File: src/hdl/rcam_pkg.sv
// ----------------------------------------------------------------------------
// rcam_pkg
// Shared constants, types and helpers of the region color abnormality monitor.
// ----------------------------------------------------------------------------
package rcam_pkg;

    // Geometry and history depth
    localparam int NUM_REGIONS = 4;
    localparam int SEQ_LEN     = 10;
    localparam int COORD_BITS  = 12;

    // Field and state widths
    localparam int PIX_W      = 8;
    localparam int RECT_W     = 4 * COORD_BITS;
    localparam int TT_W       = 16;
    localparam int RC_W       = 3;
    localparam int SUM_W      = 32;
    localparam int CNT_W      = 24;
    localparam int FC_W       = 32;
    localparam int MASK_W     = 4;
    localparam int CFG_IDX_W  = 3;
    localparam int CFG_DATA_W = 48;
    localparam int FILL_W     = $clog2(SEQ_LEN + 1);
    localparam int NRM_W      = FILL_W + 4;

    // Configuration register indexes
    localparam logic [CFG_IDX_W-1:0] CFG_TIME_THR   = 3'd0;
    localparam logic [CFG_IDX_W-1:0] CFG_REGION_CNT = 3'd1;
    localparam int                   CFG_RECT_BASE  = 2;

    // Reset values
    localparam logic [TT_W-1:0] TT_RST = TT_W'(30);

    // Sampling period = time_threshold * 10 / SEQ_LEN, by reciprocal multiply
    localparam int PRD_W     = TT_W + 4;
    localparam int REC_SHIFT = PRD_W + 6;
    localparam int PROD_W    = PRD_W + REC_SHIFT + 1;
    localparam logic [REC_SHIFT:0] REC_MUL =
        (REC_SHIFT+1)'(((64'd1 << REC_SHIFT) + 64'(SEQ_LEN) - 64'd1) / 64'(SEQ_LEN));
    localparam int PRD_RST_Q = (30 * 10) / SEQ_LEN;
    localparam logic [PRD_W-1:0] PRD_RST =
        (PRD_RST_Q == 0) ? PRD_W'(1) : PRD_W'(PRD_RST_Q);

    // Remainder unit step count
    localparam int MOD_CNT_W = $clog2(FC_W);

    // Mark and report thresholds
    localparam logic [SUM_W-1:0] BLUE_HI     = SUM_W'(150);
    localparam logic [SUM_W-1:0] DARK_LO     = SUM_W'(60);
    localparam logic [NRM_W-1:0] NORM_WEIGHT = NRM_W'(10);
    localparam logic [NRM_W-1:0] NORM_LIMIT  = NRM_W'(3 * SEQ_LEN);
    localparam logic [CNT_W-1:0] COUNT_MAX   = '1;

    // One input pixel
    typedef struct packed {
        logic [PIX_W-1:0]      blue;
        logic [PIX_W-1:0]      green;
        logic [PIX_W-1:0]      red;
        logic [COORD_BITS-1:0] pix_x;
        logic [COORD_BITS-1:0] pix_y;
        logic                  frame_end;
    } t_pixel;

    // Per-slot control from the top level
    typedef struct packed {
        logic in_use;
        logic clear;
        logic acc;
        logic fin;
        logic fin_sampled;
    } t_slot_ctrl;

    // Timer status to the top level
    typedef struct packed {
        logic busy;
        logic sampled;
    } t_tmr_status;

    // Period / phase unit states
    typedef enum logic [1:0] {
        TMR_IDLE,
        TMR_SCALE,
        TMR_MOD
    } t_tmr_state;

    // Number of normal marks in a history word
    function automatic logic [FILL_W-1:0] ones_count(input logic [SEQ_LEN-1:0] v);
        logic [FILL_W-1:0] c;
        c = '0;
        for (int k = 0; k < SEQ_LEN; k++) begin
            c = c + FILL_W'(v[k]);
        end
        return c;
    endfunction

endpackage

File: src/hdl/rcam_timer.sv
// ----------------------------------------------------------------------------
// rcam_timer
// Configuration registers, frame counter and sampling phase. A write of the
// time threshold rescales the period and recomputes the phase as the frame
// counter modulo the period, one quotient bit per cycle.
// ----------------------------------------------------------------------------
module rcam_timer
    import rcam_pkg::*;
(
    input  logic                                i_clk,
    input  logic                                i_rst_n,
    input  logic                                i_cfg_valid,
    output logic                                o_cfg_ready,
    input  logic [CFG_IDX_W-1:0]                i_cfg_index,
    input  logic [CFG_DATA_W-1:0]               i_cfg_data,
    input  logic                                i_frame_adv,
    output t_tmr_status                         o_status,
    output logic [RC_W-1:0]                     o_region_cnt,
    output logic [NUM_REGIONS-1:0][RECT_W-1:0]  o_rects,
    output logic [NUM_REGIONS-1:0]              o_rect_clr
);

    t_tmr_state r_state, n_state;

    logic [TT_W-1:0]                    r_tt;
    logic [RC_W-1:0]                    r_rc;
    logic [NUM_REGIONS-1:0][RECT_W-1:0] r_rects;
    logic [PRD_W-1:0]                   r_period;
    logic [PRD_W-1:0]                   r_phase;
    logic [FC_W-1:0]                    r_fc;
    logic [FC_W-1:0]                    r_div;
    logic [PRD_W-1:0]                   r_rem;
    logic [MOD_CNT_W-1:0]               r_cnt;

    logic                               cfg_wr;
    logic [PRD_W-1:0]                   tt_x10;
    logic [PROD_W-1:0]                  prod;
    logic [PRD_W-1:0]                   quot;
    logic [PRD_W-1:0]                   n_period;
    logic [PRD_W:0]                     rem_sh;
    logic [PRD_W:0]                     rem_sub;
    logic [PRD_W-1:0]                   n_rem;
    logic [PRD_W:0]                     phase_inc;

    assign cfg_wr      = i_cfg_valid && o_cfg_ready;
    assign o_cfg_ready = (r_state == TMR_IDLE);

    // Period scaling: floor(tt*10 / SEQ_LEN), zero treated as one
    assign tt_x10   = (PRD_W'(r_tt) << 3) + (PRD_W'(r_tt) << 1);
    assign prod     = PROD_W'(tt_x10) * PROD_W'(REC_MUL);
    assign quot     = prod[REC_SHIFT +: PRD_W];
    assign n_period = (quot == '0) ? PRD_W'(1) : quot;

    // One restoring remainder step
    assign rem_sh  = {r_rem, r_div[FC_W-1]};
    assign rem_sub = rem_sh - {1'b0, r_period};
    assign n_rem   = (rem_sh >= {1'b0, r_period}) ? rem_sub[PRD_W-1:0] : rem_sh[PRD_W-1:0];

    assign phase_inc = {1'b0, r_phase} + (PRD_W+1)'(1);

    // Next state
    always_comb begin
        n_state = r_state;
        case (r_state)
            TMR_IDLE: begin
                if (cfg_wr && i_cfg_index == CFG_TIME_THR) begin
                    n_state = TMR_SCALE;
                end
            end
            TMR_SCALE: begin
                n_state = TMR_MOD;
            end
            TMR_MOD: begin
                if (r_cnt == MOD_CNT_W'(FC_W - 1)) begin
                    n_state = TMR_IDLE;
                end
            end
            default: begin
                n_state = TMR_IDLE;
            end
        endcase
    end

    // State register
    always_ff @(posedge i_clk) begin
        if (!i_rst_n) begin
            r_state <= TMR_IDLE;
        end else begin
            r_state <= n_state;
        end
    end

    // Config registers
    always_ff @(posedge i_clk) begin
        if (!i_rst_n) begin
            r_tt    <= TT_RST;
            r_rc    <= '0;
            r_rects <= '0;
        end else if (cfg_wr) begin
            if (i_cfg_index == CFG_TIME_THR) begin
                r_tt <= i_cfg_data[TT_W-1:0];
            end
            if (i_cfg_index == CFG_REGION_CNT) begin
                r_rc <= i_cfg_data[RC_W-1:0];
            end
            for (int s = 0; s < NUM_REGIONS; s++) begin
                if (i_cfg_index == CFG_IDX_W'(CFG_RECT_BASE + s)) begin
                    r_rects[s] <= i_cfg_data[RECT_W-1:0];
                end
            end
        end
    end

    // Rectangle write clears that slot
    always_comb begin
        for (int s = 0; s < NUM_REGIONS; s++) begin
            o_rect_clr[s] = cfg_wr && (i_cfg_index == CFG_IDX_W'(CFG_RECT_BASE + s));
        end
    end

    // Period, phase, frame counter and remainder datapath
    always_ff @(posedge i_clk) begin
        if (!i_rst_n) begin
            r_period <= PRD_RST;
            r_phase  <= '0;
            r_fc     <= '0;
            r_div    <= '0;
            r_rem    <= '0;
            r_cnt    <= '0;
        end else begin
            case (r_state)
                TMR_IDLE: begin
                    if (i_frame_adv) begin
                        r_fc <= r_fc + FC_W'(1);
                        if (r_fc == '1 || phase_inc == {1'b0, r_period}) begin
                            r_phase <= '0;
                        end else begin
                            r_phase <= phase_inc[PRD_W-1:0];
                        end
                    end
                end
                TMR_SCALE: begin
                    r_period <= n_period;
                    r_div    <= r_fc;
                    r_rem    <= '0;
                    r_cnt    <= '0;
                end
                TMR_MOD: begin
                    r_rem <= n_rem;
                    r_div <= r_div << 1;
                    r_cnt <= r_cnt + MOD_CNT_W'(1);
                    if (r_cnt == MOD_CNT_W'(FC_W - 1)) begin
                        r_phase <= n_rem;
                    end
                end
                default: begin
                    r_cnt <= '0;
                end
            endcase
        end
    end

    assign o_status.busy    = (r_state != TMR_IDLE);
    assign o_status.sampled = (r_phase == '0);
    assign o_region_cnt     = r_rc;
    assign o_rects          = r_rects;

endmodule

File: src/hdl/rcam_slot.sv
// ----------------------------------------------------------------------------
// rcam_slot
// One monitored region: color sums and pixel count, frame mark, mark history
// and the abnormal report bit.
// ----------------------------------------------------------------------------
module rcam_slot
    import rcam_pkg::*;
(
    input  logic              i_clk,
    input  logic              i_rst_n,
    input  t_slot_ctrl        i_ctrl,
    input  logic [RECT_W-1:0] i_rect,
    input  t_pixel            i_pix,
    output logic              o_abnormal
);

    logic [SUM_W-1:0]   r_blue, r_green, r_red;
    logic [CNT_W-1:0]   r_cnt;
    logic [SEQ_LEN-1:0] r_hist;
    logic [FILL_W-1:0]  r_fill;

    logic [COORD_BITS-1:0] rx, ry, rw, rh;
    logic [COORD_BITS:0]   x_end, y_end;
    logic                  in_rect, hit, fin_upd;
    logic [SUM_W-1:0]      base_b, base_g, base_r;
    logic [CNT_W-1:0]      base_n;
    logic [SUM_W-1:0]      n_blue, n_green, n_red;
    logic [CNT_W-1:0]      n_cnt;
    logic [SUM_W-1:0]      n150, n60;
    logic [SUM_W:0]        gr_sum;
    logic                  bluish, dark, mark;
    logic [SEQ_LEN:0]      hist_sh;
    logic [SEQ_LEN-1:0]    hist_cur;
    logic [FILL_W-1:0]     fill_new, fill_cur;
    logic [NRM_W-1:0]      norm10;

    // Rectangle hit test
    assign rx      = i_rect[0*COORD_BITS +: COORD_BITS];
    assign ry      = i_rect[1*COORD_BITS +: COORD_BITS];
    assign rw      = i_rect[2*COORD_BITS +: COORD_BITS];
    assign rh      = i_rect[3*COORD_BITS +: COORD_BITS];
    assign x_end   = {1'b0, rx} + {1'b0, rw};
    assign y_end   = {1'b0, ry} + {1'b0, rh};
    assign in_rect = (i_pix.pix_x >= rx) && ({1'b0, i_pix.pix_x} < x_end) &&
                     (i_pix.pix_y >= ry) && ({1'b0, i_pix.pix_y} < y_end);
    assign hit     = i_ctrl.acc && i_ctrl.in_use && in_rect && (r_cnt != COUNT_MAX);

    // Frame close on a sampled frame restarts the sums
    assign fin_upd = i_ctrl.fin && i_ctrl.fin_sampled && i_ctrl.in_use;
    assign base_b  = fin_upd ? '0 : r_blue;
    assign base_g  = fin_upd ? '0 : r_green;
    assign base_r  = fin_upd ? '0 : r_red;
    assign base_n  = fin_upd ? '0 : r_cnt;

    assign n_blue  = base_b + (hit ? SUM_W'(i_pix.blue)  : '0);
    assign n_green = base_g + (hit ? SUM_W'(i_pix.green) : '0);
    assign n_red   = base_r + (hit ? SUM_W'(i_pix.red)   : '0);
    assign n_cnt   = base_n + CNT_W'(hit);

    // Mark: 1 = normal, integer compare of sums against scaled count
    assign n150   = SUM_W'(r_cnt) * BLUE_HI;
    assign n60    = SUM_W'(r_cnt) * DARK_LO;
    assign gr_sum = {1'b0, r_green} + {1'b0, r_red};
    assign bluish = (r_blue > n150) && ({1'b0, r_blue} > gr_sum);
    assign dark   = (r_blue < n60) && (r_green < n60) && (r_red < n60);
    assign mark   = (r_cnt != '0) && !bluish && !dark;

    // History after this frame
    assign hist_sh  = {r_hist, mark};
    assign hist_cur = fin_upd ? hist_sh[SEQ_LEN-1:0] : r_hist;
    assign fill_new = (r_fill == FILL_W'(SEQ_LEN)) ? r_fill : r_fill + FILL_W'(1);
    assign fill_cur = fin_upd ? fill_new : r_fill;

    // Report: full history, fewer than 30 percent normal
    assign norm10     = NRM_W'(ones_count(hist_cur)) * NORM_WEIGHT;
    assign o_abnormal = i_ctrl.in_use && (fill_cur >= FILL_W'(SEQ_LEN)) &&
                        (norm10 < NORM_LIMIT);

    // Slot state
    always_ff @(posedge i_clk) begin
        if (!i_rst_n || i_ctrl.clear) begin
            r_blue  <= '0;
            r_green <= '0;
            r_red   <= '0;
            r_cnt   <= '0;
            r_hist  <= '0;
            r_fill  <= '0;
        end else begin
            r_blue  <= n_blue;
            r_green <= n_green;
            r_red   <= n_red;
            r_cnt   <= n_cnt;
            if (fin_upd) begin
                r_hist <= hist_sh[SEQ_LEN-1:0];
                r_fill <= fill_new;
            end
        end
    end

endmodule

File: src/hdl/roi_color_abnormal_monitor_top.sv
// ----------------------------------------------------------------------------
// roi_color_abnormal_monitor_top
// Region color abnormality monitor: per-region color accumulation, frame
// marks, mark history and abnormal report, one result per frame end.
// ----------------------------------------------------------------------------
// The block takes one pixel beat per clock when not stalled and returns one
// result beat for each pixel flagged as frame end after that pixel is taken
// (accumulate out of the input register, then frame close into the output
// register). The output register and the two stages before it absorb
// back-pressure; the input stalls only once all three hold work. Writing the
// time threshold starts the period unit: it scales the period, then works
// out one remainder bit per cycle over the 32-bit frame counter, and the
// block stalls pixels and holds the configuration port until that is done.
// Other configuration writes take effect at once; a rectangle write clears
// that region's sums and history.
// ----------------------------------------------------------------------------
module roi_color_abnormal_monitor_top
    import rcam_pkg::*;
(
    input  logic                   i_clk,
    input  logic                   i_rst_n,
    // Pixel channel
    input  logic                   i_valid,
    output logic                   o_stall,
    input  logic [PIX_W-1:0]       i_blue,
    input  logic [PIX_W-1:0]       i_green,
    input  logic [PIX_W-1:0]       i_red,
    input  logic [COORD_BITS-1:0]  i_pix_x,
    input  logic [COORD_BITS-1:0]  i_pix_y,
    input  logic                   i_frame_end,
    // Result channel
    output logic                   o_valid,
    input  logic                   i_stall,
    output logic [MASK_W-1:0]      o_abnormal_mask,
    output logic                   o_frame_sampled,
    // Configuration channel
    input  logic                   i_cfg_valid,
    output logic                   o_cfg_ready,
    input  logic [CFG_IDX_W-1:0]   i_cfg_index,
    input  logic [CFG_DATA_W-1:0]  i_cfg_data
);

    t_tmr_status                        status;
    logic [RC_W-1:0]                    region_cnt;
    logic [NUM_REGIONS-1:0][RECT_W-1:0] rects;
    logic [NUM_REGIONS-1:0]             rect_clr;
    logic [NUM_REGIONS-1:0]             abn_vec;
    t_slot_ctrl [NUM_REGIONS-1:0]       slot_ctrl;

    t_pixel                r_a;
    logic                  r_a_vld;
    logic                  r_b_vld;
    logic                  r_b_sampled;
    logic                  r_out_vld;
    logic [MASK_W-1:0]     r_out_mask;
    logic                  r_out_sampled;

    logic                  in_acc, a_adv, b_adv;

    // Stage handshakes
    assign b_adv   = r_b_vld && (!r_out_vld || !i_stall);
    assign a_adv   = r_a_vld && !status.busy && (!r_b_vld || b_adv);
    assign o_stall = status.busy || (r_a_vld && !a_adv);
    assign in_acc  = i_valid && !o_stall;

    rcam_timer u_timer (
        .i_clk        (i_clk),
        .i_rst_n      (i_rst_n),
        .i_cfg_valid  (i_cfg_valid),
        .o_cfg_ready  (o_cfg_ready),
        .i_cfg_index  (i_cfg_index),
        .i_cfg_data   (i_cfg_data),
        .i_frame_adv  (a_adv && r_a.frame_end),
        .o_status     (status),
        .o_region_cnt (region_cnt),
        .o_rects      (rects),
        .o_rect_clr   (rect_clr)
    );

    // Region slots
    for (genvar s = 0; s < NUM_REGIONS; s++) begin : g_slot
        assign slot_ctrl[s].in_use      = (RC_W'(s) < region_cnt);
        assign slot_ctrl[s].clear       = rect_clr[s];
        assign slot_ctrl[s].acc         = a_adv && status.sampled;
        assign slot_ctrl[s].fin         = b_adv;
        assign slot_ctrl[s].fin_sampled = r_b_sampled;

        rcam_slot u_slot (
            .i_clk      (i_clk),
            .i_rst_n    (i_rst_n),
            .i_ctrl     (slot_ctrl[s]),
            .i_rect     (rects[s]),
            .i_pix      (r_a),
            .o_abnormal (abn_vec[s])
        );
    end

    // Input register
    always_ff @(posedge i_clk) begin
        if (!i_rst_n) begin
            r_a_vld <= 1'b0;
        end else if (in_acc) begin
            r_a_vld <= 1'b1;
        end else if (a_adv) begin
            r_a_vld <= 1'b0;
        end
    end

    always_ff @(posedge i_clk) begin
        if (in_acc) begin
            r_a.blue      <= i_blue;
            r_a.green     <= i_green;
            r_a.red       <= i_red;
            r_a.pix_x     <= i_pix_x;
            r_a.pix_y     <= i_pix_y;
            r_a.frame_end <= i_frame_end;
        end
    end

    // Frame-close token
    always_ff @(posedge i_clk) begin
        if (!i_rst_n) begin
            r_b_vld <= 1'b0;
        end else if (!r_b_vld || b_adv) begin
            r_b_vld <= a_adv && r_a.frame_end;
        end
    end

    always_ff @(posedge i_clk) begin
        if (!r_b_vld || b_adv) begin
            r_b_sampled <= status.sampled;
        end
    end

    // Result register
    always_ff @(posedge i_clk) begin
        if (!i_rst_n) begin
            r_out_vld <= 1'b0;
        end else if (b_adv) begin
            r_out_vld <= 1'b1;
        end else if (!i_stall) begin
            r_out_vld <= 1'b0;
        end
    end

    always_ff @(posedge i_clk) begin
        if (b_adv) begin
            r_out_mask    <= MASK_W'(abn_vec);
            r_out_sampled <= r_b_sampled;
        end
    end

    assign o_valid         = r_out_vld;
    assign o_abnormal_mask = r_out_mask;
    assign o_frame_sampled = r_out_sampled;

endmodule

File: config.mk
export PLATFORM = sky130hd
export DESIGN_NAME = roi_color_abnormal_monitor_top
export DESIGN_NICKNAME = d
export VERILOG_FILES = /design/src/hdl/rcam_pkg.sv /design/src/hdl/rcam_timer.sv /design/src/hdl/rcam_slot.sv /design/src/hdl/roi_color_abnormal_monitor_top.sv
export SDC_FILE = /design/constraint.sdc
export NUM_CORES = 2
export LEC_CHECK = 0
export ABC_AREA = 1
export BUFFER_PORTS_ARGS = -buffer_cell sky130_fd_sc_hd__buf_2
export CAP_MARGIN = 20
export CORE_ASPECT_RATIO = 1.2
export CORE_MARGIN = 1
export CORE_UTILIZATION = 34
export DETAILED_ROUTE_END_ITERATION = 10
export PLACE_DENSITY = 0.44
export SYNTH_ARGS = -nofsm -noshare
export SYNTH_HDL_FRONTEND = slang
export SYNTH_SLANG_ARGS = --single-unit
File: constraint.sdc
create_clock -name i_clk -period 21.7 [get_ports i_clk]
set_input_delay 0 -clock i_clk [delete_from_list [all_inputs] [get_ports i_clk]]
set_output_delay 0 -clock i_clk [all_outputs]
set_load 0.03 [all_outputs]
Word level (Yosys, flattened, before mapping):

Cells that the tools add are included.

* flip-flop bits (word level): 936
* output and inout bits: 8
* logic and storage cells: 376

* $add $sub $neg: 73
* multiply operators: 13
* order comparisons: 49
* eq/ne operators: 22
* mux-type cells: 56
* reductions and logical operators: 114

Operator list (count)
* adder 32 bit: 12
* less-than comparator 32 x 30 -> 1 bit: 12
* 2-to-1 mux 32 bit: 12
* adder 32 x 32 -> 33 bit: 4
* > comparator 32 x 33 -> 1 bit: 4
* adder 4 x 1 -> 4 bit: 32
* > comparator 32 bit: 4
* multiplier 24 x 7 -> 31 bit (second input constant): 4
* multiplier 24 x 4 -> 28 bit (second input constant): 4
* adder 12 x 12 -> 13 bit: 8
* less-than comparator 12 x 13 -> 1 bit: 8
* adder 24 x 1 -> 24 bit: 4
* greater-or-equal comparator 12 bit: 8
* 2-to-1 mux 24 bit: 4
* 2-to-1 mux 8 bit: 12
* != test 24 bit (second input constant): 4
* nonzero test 24 bit: 4
* 2-to-1 mux 20 bit: 4
* one-hot mux 20 bit (2 select lines): 2
* logical AND 1 bit: 70
* one-hot mux 32 bit (2 select lines): 1
* multiplier 20 x 23 -> 43 bit (second input constant): 1
* logical NOT 20 bit: 2
* 2-to-1 mux 10 bit: 4
* other kinds (37): 103

Depth between registers and ports, before layout:

* depth after elaboration: 19
* gate-level depth with buffers: 51

By module:

Synthesis repeated with hierarchy kept, for this count alone.

* cells, all modules: 14794
* area, all modules: 107658.3 um^2

By module, submodules not included
* rcam_timer: times used 1, cells each 3236, area an instance 23214.8 um^2
* rcam_slot (g_slot[3].u_slot): times used 1, cells each 2873, area an instance 20927.6 um^2
* rcam_slot (g_slot[1].u_slot): times used 1, cells each 2904, area an instance 20822.5 um^2
* rcam_slot (g_slot[0].u_slot): times used 1, cells each 2880, area an instance 20614.8 um^2
* rcam_slot (g_slot[2].u_slot): times used 1, cells each 2815, area an instance 20231.9 um^2
* roi_color_abnormal_monitor_top: times used 1, cells each 86, area an instance 1846.8 um^2

Worst setup path before layout:

OpenSTA, ideal clock, no wires.

* kind: flip-flop to flip-flop
* start: reg g_slot[1].u_slot.r_cnt[4]
* end: reg r_out_mask[1] (netlist: o_abnormal_mask[1]) (data pin)
* library setup time: 0.270 ns
* arrival: 8.860 ns
* path slack: 12.570 ns
* cell stages (with the launch flop): 46
* path buffers: 0
* clock period less this slack: 9.130 ns
* cells stage by stage: dfxtp_1 -> ha_1 -> ha_1 -> inv_1 -> fa_1 -> fa_1 -> inv_1 -> ha_1 -> nand2_1 -> nor2_1 -> nand2_1 -> o211ai_1 -> nand3_1 -> nand2_1 -> a21boi_0 -> o21ai_0 -> nand2_1 -> o21ai_0 -> [... 10 more ...] -> nand2_1 -> nand2_1 -> nand2_1 -> ha_1 -> inv_1 -> fa_1 -> fa_1 -> fa_1 -> fa_1 -> fa_1 -> inv_1 -> ha_1 -> ha_1 -> fa_1 -> nor2_1 -> nand3_1 -> o311ai_0 -> a211oi_1

* cells in the longest elaborated chain, start to end: 19

RTL lines
* start, declared: RTL line rcam_slot.sv:18 `logic [CNT_W-1:0] r_cnt;`
* start signal, assigned: RTL line rcam_slot.sv:92 `r_cnt <= n_cnt;`
* multiplier 24 x 7 -> 31 bit / multiplier 24 x 4 -> 28 bit (equally long branches): RTL line rcam_slot.sv:61, rcam_slot.sv:62
* > comparator 32 bit / less-than comparator 32 x 30 -> 1 bit (equally long branches): RTL line rcam_slot.sv:64, rcam_slot.sv:65
* logical AND 1 bit (on tied branches): RTL line rcam_slot.sv:64, rcam_slot.sv:65
* logical NOT 1 bit / logical AND 1 bit (equally long branches): RTL line rcam_slot.sv:66, rcam_slot.sv:65
* logical AND 1 bit / logical NOT 1 bit (equally long branches): RTL line rcam_slot.sv:66 `assign mark = (r_cnt != '0) && !bluish && !dark;`
* logical AND 1 bit *: RTL line rcam_slot.sv:66
* 2-to-1 mux 10 bit *: RTL line rcam_slot.sv:70 `assign hist_cur = fin_upd ? hist_sh[SEQ_LEN-1:0] : r_hist;`
* net g_slot[1].u_slot.hist_cur[0]: RTL line rcam_slot.sv:33 `logic [SEQ_LEN-1:0] hist_cur;`
* adder 1 x 1 -> 2 bit *: RTL line rcam_pkg.sv:91 `c = c + FILL_W'(v[k]);`
* adder 4 x 1 -> 4 bit * (8 in series): RTL line rcam_pkg.sv:91
* multiplier 4 x 3 -> 7 bit *: RTL line rcam_slot.sv:75 `assign norm10 = NRM_W'(ones_count(hist_cur)) * NORM_WEIGHT;`
* less-than comparator 8 x 5 -> 1 bit *: RTL line rcam_slot.sv:77 `(norm10 < NORM_LIMIT);`
* logical AND 1 bit *: RTL line rcam_slot.sv:76 `assign o_abnormal = i_ctrl.in_use && (fill_cur >= FILL_W'(SEQ_LEN)) &&`
* net g_slot[1].u_slot.o_abnormal: RTL line rcam_slot.sv:14 `output logic o_abnormal`
* end signal, assigned: RTL line roi_color_abnormal_monitor_top.sv:148 `r_out_mask <= MASK_W'(abn_vec);`
* end, declared: RTL line roi_color_abnormal_monitor_top.sv:55 `logic [MASK_W-1:0] r_out_mask;`

The timed path passes the listed nets; every way through them passes the cells marked *.
A chain may end at the register's enable or synchronous reset.

Final worst setup path:

* start: reg g_slot[3].u_slot.r_cnt[3]
* end: reg r_out_mask[3] (netlist: o_abnormal_mask[3]) (data pin)

* cells in the longest elaborated chain, start to end: 19

RTL lines (RTL line)
* start, declared: rcam_slot.sv:18
* start signal, assigned: rcam_slot.sv:92
* multiplier 24 x 7 -> 31 bit / multiplier 24 x 4 -> 28 bit (equally long branches): rcam_slot.sv:61, rcam_slot.sv:62
* > comparator 32 bit / less-than comparator 32 x 30 -> 1 bit (equally long branches): rcam_slot.sv:64, rcam_slot.sv:65
* logical AND 1 bit (on tied branches): rcam_slot.sv:64, rcam_slot.sv:65
* logical NOT 1 bit / logical AND 1 bit (equally long branches): rcam_slot.sv:66, rcam_slot.sv:65
* logical AND 1 bit / logical NOT 1 bit (equally long branches): rcam_slot.sv:66
* logical AND 1 bit *: rcam_slot.sv:66
* 2-to-1 mux 10 bit *
* net g_slot[3].u_slot.hist_cur[0]: rcam_slot.sv:33
* adder 1 x 1 -> 2 bit *: rcam_pkg.sv:91
* adder 4 x 1 -> 4 bit * (8 in series): rcam_pkg.sv:91
* multiplier 4 x 3 -> 7 bit *: rcam_slot.sv:75
* less-than comparator 8 x 5 -> 1 bit *: rcam_slot.sv:77
* logical AND 1 bit *: rcam_slot.sv:76
* net g_slot[3].u_slot.o_abnormal: rcam_slot.sv:14

Marks and branches as above.

==> results.md <==
* Outcome: complete, no violations
* Final Max Tran Viols at 0
* Post-synth EDFFs at 55
* Synth Area per Inst at 7.195 um2
* Vias post-DR at 95450
* DR iter-0 viols at 4352
* Post-Syn Area at 107000 um2
* YS warnings at 0
* Synthesized flop and latch total at 933
* WL per Instance at 18.32 um
* Clock transition at path regs at 0.06 ns
* Critical path capture point type: flip-flop
* Top_reg_cell synth: dfxtp_1
* RSZ-0062 raised after global routing: no
* Most frequent cells after synthesis: inv_1, nand2_1, ha_1
* Gr ovfl total at 0
* Gr usage total at 22.20%
* Worst vdd ir at 193.7 uV
* Max-Cap Viols at 0
* Layout cells sized above 1 at 4.475%
* CTS Buf Count at 136
* Mapped Nets at 17370
* Pin count of the biggest net entering global routing at 129
* Type of origin of the critical path: flip-flop
* Fin crit period at 10.41 ns
* Worst-path fanout max at 10
* WHS Path Cells at 4
* Relative max-transition margin at 29.92%
* CORE AREA at 313100 um2
* Place WS at 11.17 ns
* Top-level I/O count at 113
* FP Rows at 225
* Via-to-Cell Ratio at 4.920
* Stages on worst setup path at 38
* Critical Path Max Stage Delay at 0.60 ns
* DRT antenna net count at 0
* Die W at 514.0 um
* Leading area contributor after synthesis: ha_1
* Overall power at 9.513 mW
* Async SR Flop Fraction at 0%
* DIE AREA at 316800 um2
* P_leak at 55.53 nW
* Final wirelength at 355.4 mm
* Crit path max-delay family: adder cells
* Root buffer cell: clkbuf_16
* Most frequent CP cell: fa_1
* CP required at 22.26 ns
* Setup WS post-layout at 11.29 ns
* CTS sink count at 933
* R2R depth at 38
* Most frequent cell after synthesis: inv_1
* Critical Path AT at 10.97 ns
* Ranking of synthesized cells by area: ha_1, dfxtp_1, fa_1, inv_1, nand2_1
* Post-synthesis sequential area ratio at 17.98%
* Setup Viol. Count Final at 0
* Final GP Congestion at 0.8753
* Pwr dens at 80.38 nW/um2
* Initial antenna violation count at 11
* Worst path bufs/invs at 3
* Die Y at 616.4 um
* HPWL Detailed at 288.8 mm
* Fillers at 33870
* I/O Buffers at 112
* Cell variety after synth at 77
* Max H-tree Level at 4
* Clock buffer depth at 4
* First-pass GRT wire length at 553.9 mm
* Initial core utilization at 34.17%
* Crit share post-route at 47.95%
* Worst min path class: in2reg
* Setup_tns at 0 ns
* Max Freq at 96.10 MHz
* Clk_skew at 0.06557 ns
* Final Hold Vio Count at 0
* Number of global-route vias before repair at 96580
* Area delta synth->final at 10.65%
* Slowest-stage cell, CP: dfxtp_1
* Top cell type's share of synthesized area at 22.16%
* Residual DRC count at 0
* WS Path Type: reg2reg
* CTS tree: done
* Post-layout net count at 17600
* Worst-Skew Late Latency at 0.85 ns
* Worst-Margin Slew at 1.051 ns
* Mapped Cells at 14870
* Detailed Routing Iterations Pass 1 at 7
* Setup bufs post-CTS at 0
worst paths after layout:
path         slack (ns)                    to                       from
max               11.29    o_abnormal_mask[3]  g_slot[3].u_slot.r_cnt[3]
max reg2reg       11.29    o_abnormal_mask[3]  g_slot[3].u_slot.r_cnt[3]
min                0.06   u_timer.o_rects[84]             i_cfg_data[36]
min reg2reg        0.47  u_timer.r_period[14]       u_timer.r_period[14]
final cells by class:
| class | count | area (um2) | share of cell area (%) |
|---|---|---|---|
| inverter | 2444 | 9194 | 7.768 |
| clock buffer | 191 | 3944 | 3.332 |
| sequential | 933 | 19230 | 16.25 |
| clock inverter | 51 | 506.7 | 0.4282 |
| antenna | 6 | 15.01 | 0.01269 |
| tap | 4199 | 5254 | 4.439 |
| multi-input combinational | 11240 | 77530 | 65.50 |
| timing repair buffer | 337 | 2685 | 2.269 |
per-layer routing:
layer	track usage (%)	vias to the layer above	wire length, um
li1	-	49570	-
met1	26.50	44370	153700
met2	41.83	1113	182600
met3	1.655	391	7884
met4	6.428	2	11140
met5	0	-	10
registers in the layout, summed over array words and instances (netlist names), 2 cells and up:
| signal | count |
|---|---|
| u_timer.o_rects | 192 |
| g_slot.u_slot.r_blue | 128 |
| g_slot.u_slot.r_green | 128 |
| g_slot.u_slot.r_red | 128 |
| g_slot.u_slot.r_cnt | 96 |
| r_a | 49 |
| g_slot.u_slot.r_hist | 40 |
| u_timer.r_div | 32 |
| u_timer.r_fc | 32 |
| u_timer.r_phase | 20 |
| u_timer.r_rem | 20 |
| u_timer.r_period | 17 |
| g_slot.u_slot.r_fill | 16 |
| u_timer.r_tt | 16 |
| u_timer.r_cnt | 5 |
| o_abnormal_mask | 4 |
| u_timer.o_region_cnt | 3 |
| u_timer.r_state | 2 |
power breakdown:
part,internal [mW],leakage [nW],switching [mW],total (mW)
clock,1.34,2.21,0.955,2.30
combinational,1.82,45.7,3.44,5.26
sequential,1.84,7.62,0.117,1.95
through the flow:
stage               instances  instance area (um2)  hold WS, ns  util (%)
floorplan               14870               107000      0.09887         -
finish                  19400               118400      0.06091     37.81
global placement        18990               112200       0.1765     35.85
detailed placement      18990               112200       0.1781     35.85
global route            19400               118300      0.04882     37.80
CTS                     19390               118300      0.01074     37.80
cell usage in the layout, fill, tap and decap left out, types with 27 or more instances in the layout:
cell	count
o21ai_0	792
inv_1	2397
clkbuf_16	139
a31oi_1	62
nor4_1	67
inv_2	35
o21bai_1	78
dlygate4sd3_1	165
a21boi_0	44
clkbuf_8	27
nor3_1	291
nor2_2	81
a21oi_1	1515
buf_4	59
a211oi_1	41
edfxtp_1	55
clkinv_2	27
buf_2	111
ha_1	1892
nand3_1	565
fa_1	508
or2_2	64
nand2_1	2379
nor2_1	1638
o21a_1	73
xor2_1	242
nand4_1	209
xnor2_1	229
nand3b_1	29
dfxtp_1	878
o211ai_1	124
a21o_1	55
worst min-delay path: stages:
cell and delay (ns):
dlygate4sd3_1 0.56, buf_2 0.16, nor2_1 0.05, nor2_1 0.08
cells by family (layout without fill, tap and decap cells):
group / count (synthesis) / count (layout) / share of synthesized area [%]
AO/OA/AOI/OAI: 2897 / 2897 / 14.92
AND/OR/NAND/NOR: 5459 / 5459 / 21.83
adder cells (fa/ha/maj): 2402 / 2402 / 31.66
buffers and inverters: 2695 / 3023 / 9.660
other: 0 / 6 / 0
XOR/XNOR: 472 / 472 / 3.878
flip-flops: 933 / 933 / 17.98
multiplexers: 8 / 8 / 0.07487
timing repair:
action | 4_1_cts | 5_1_grt
hold buffers | 165 | 0
gates resized for setup | 0 | 0
hold endpoints to repair | 322 | 0
No activity file was read; power rests on OpenSTA's default activity.
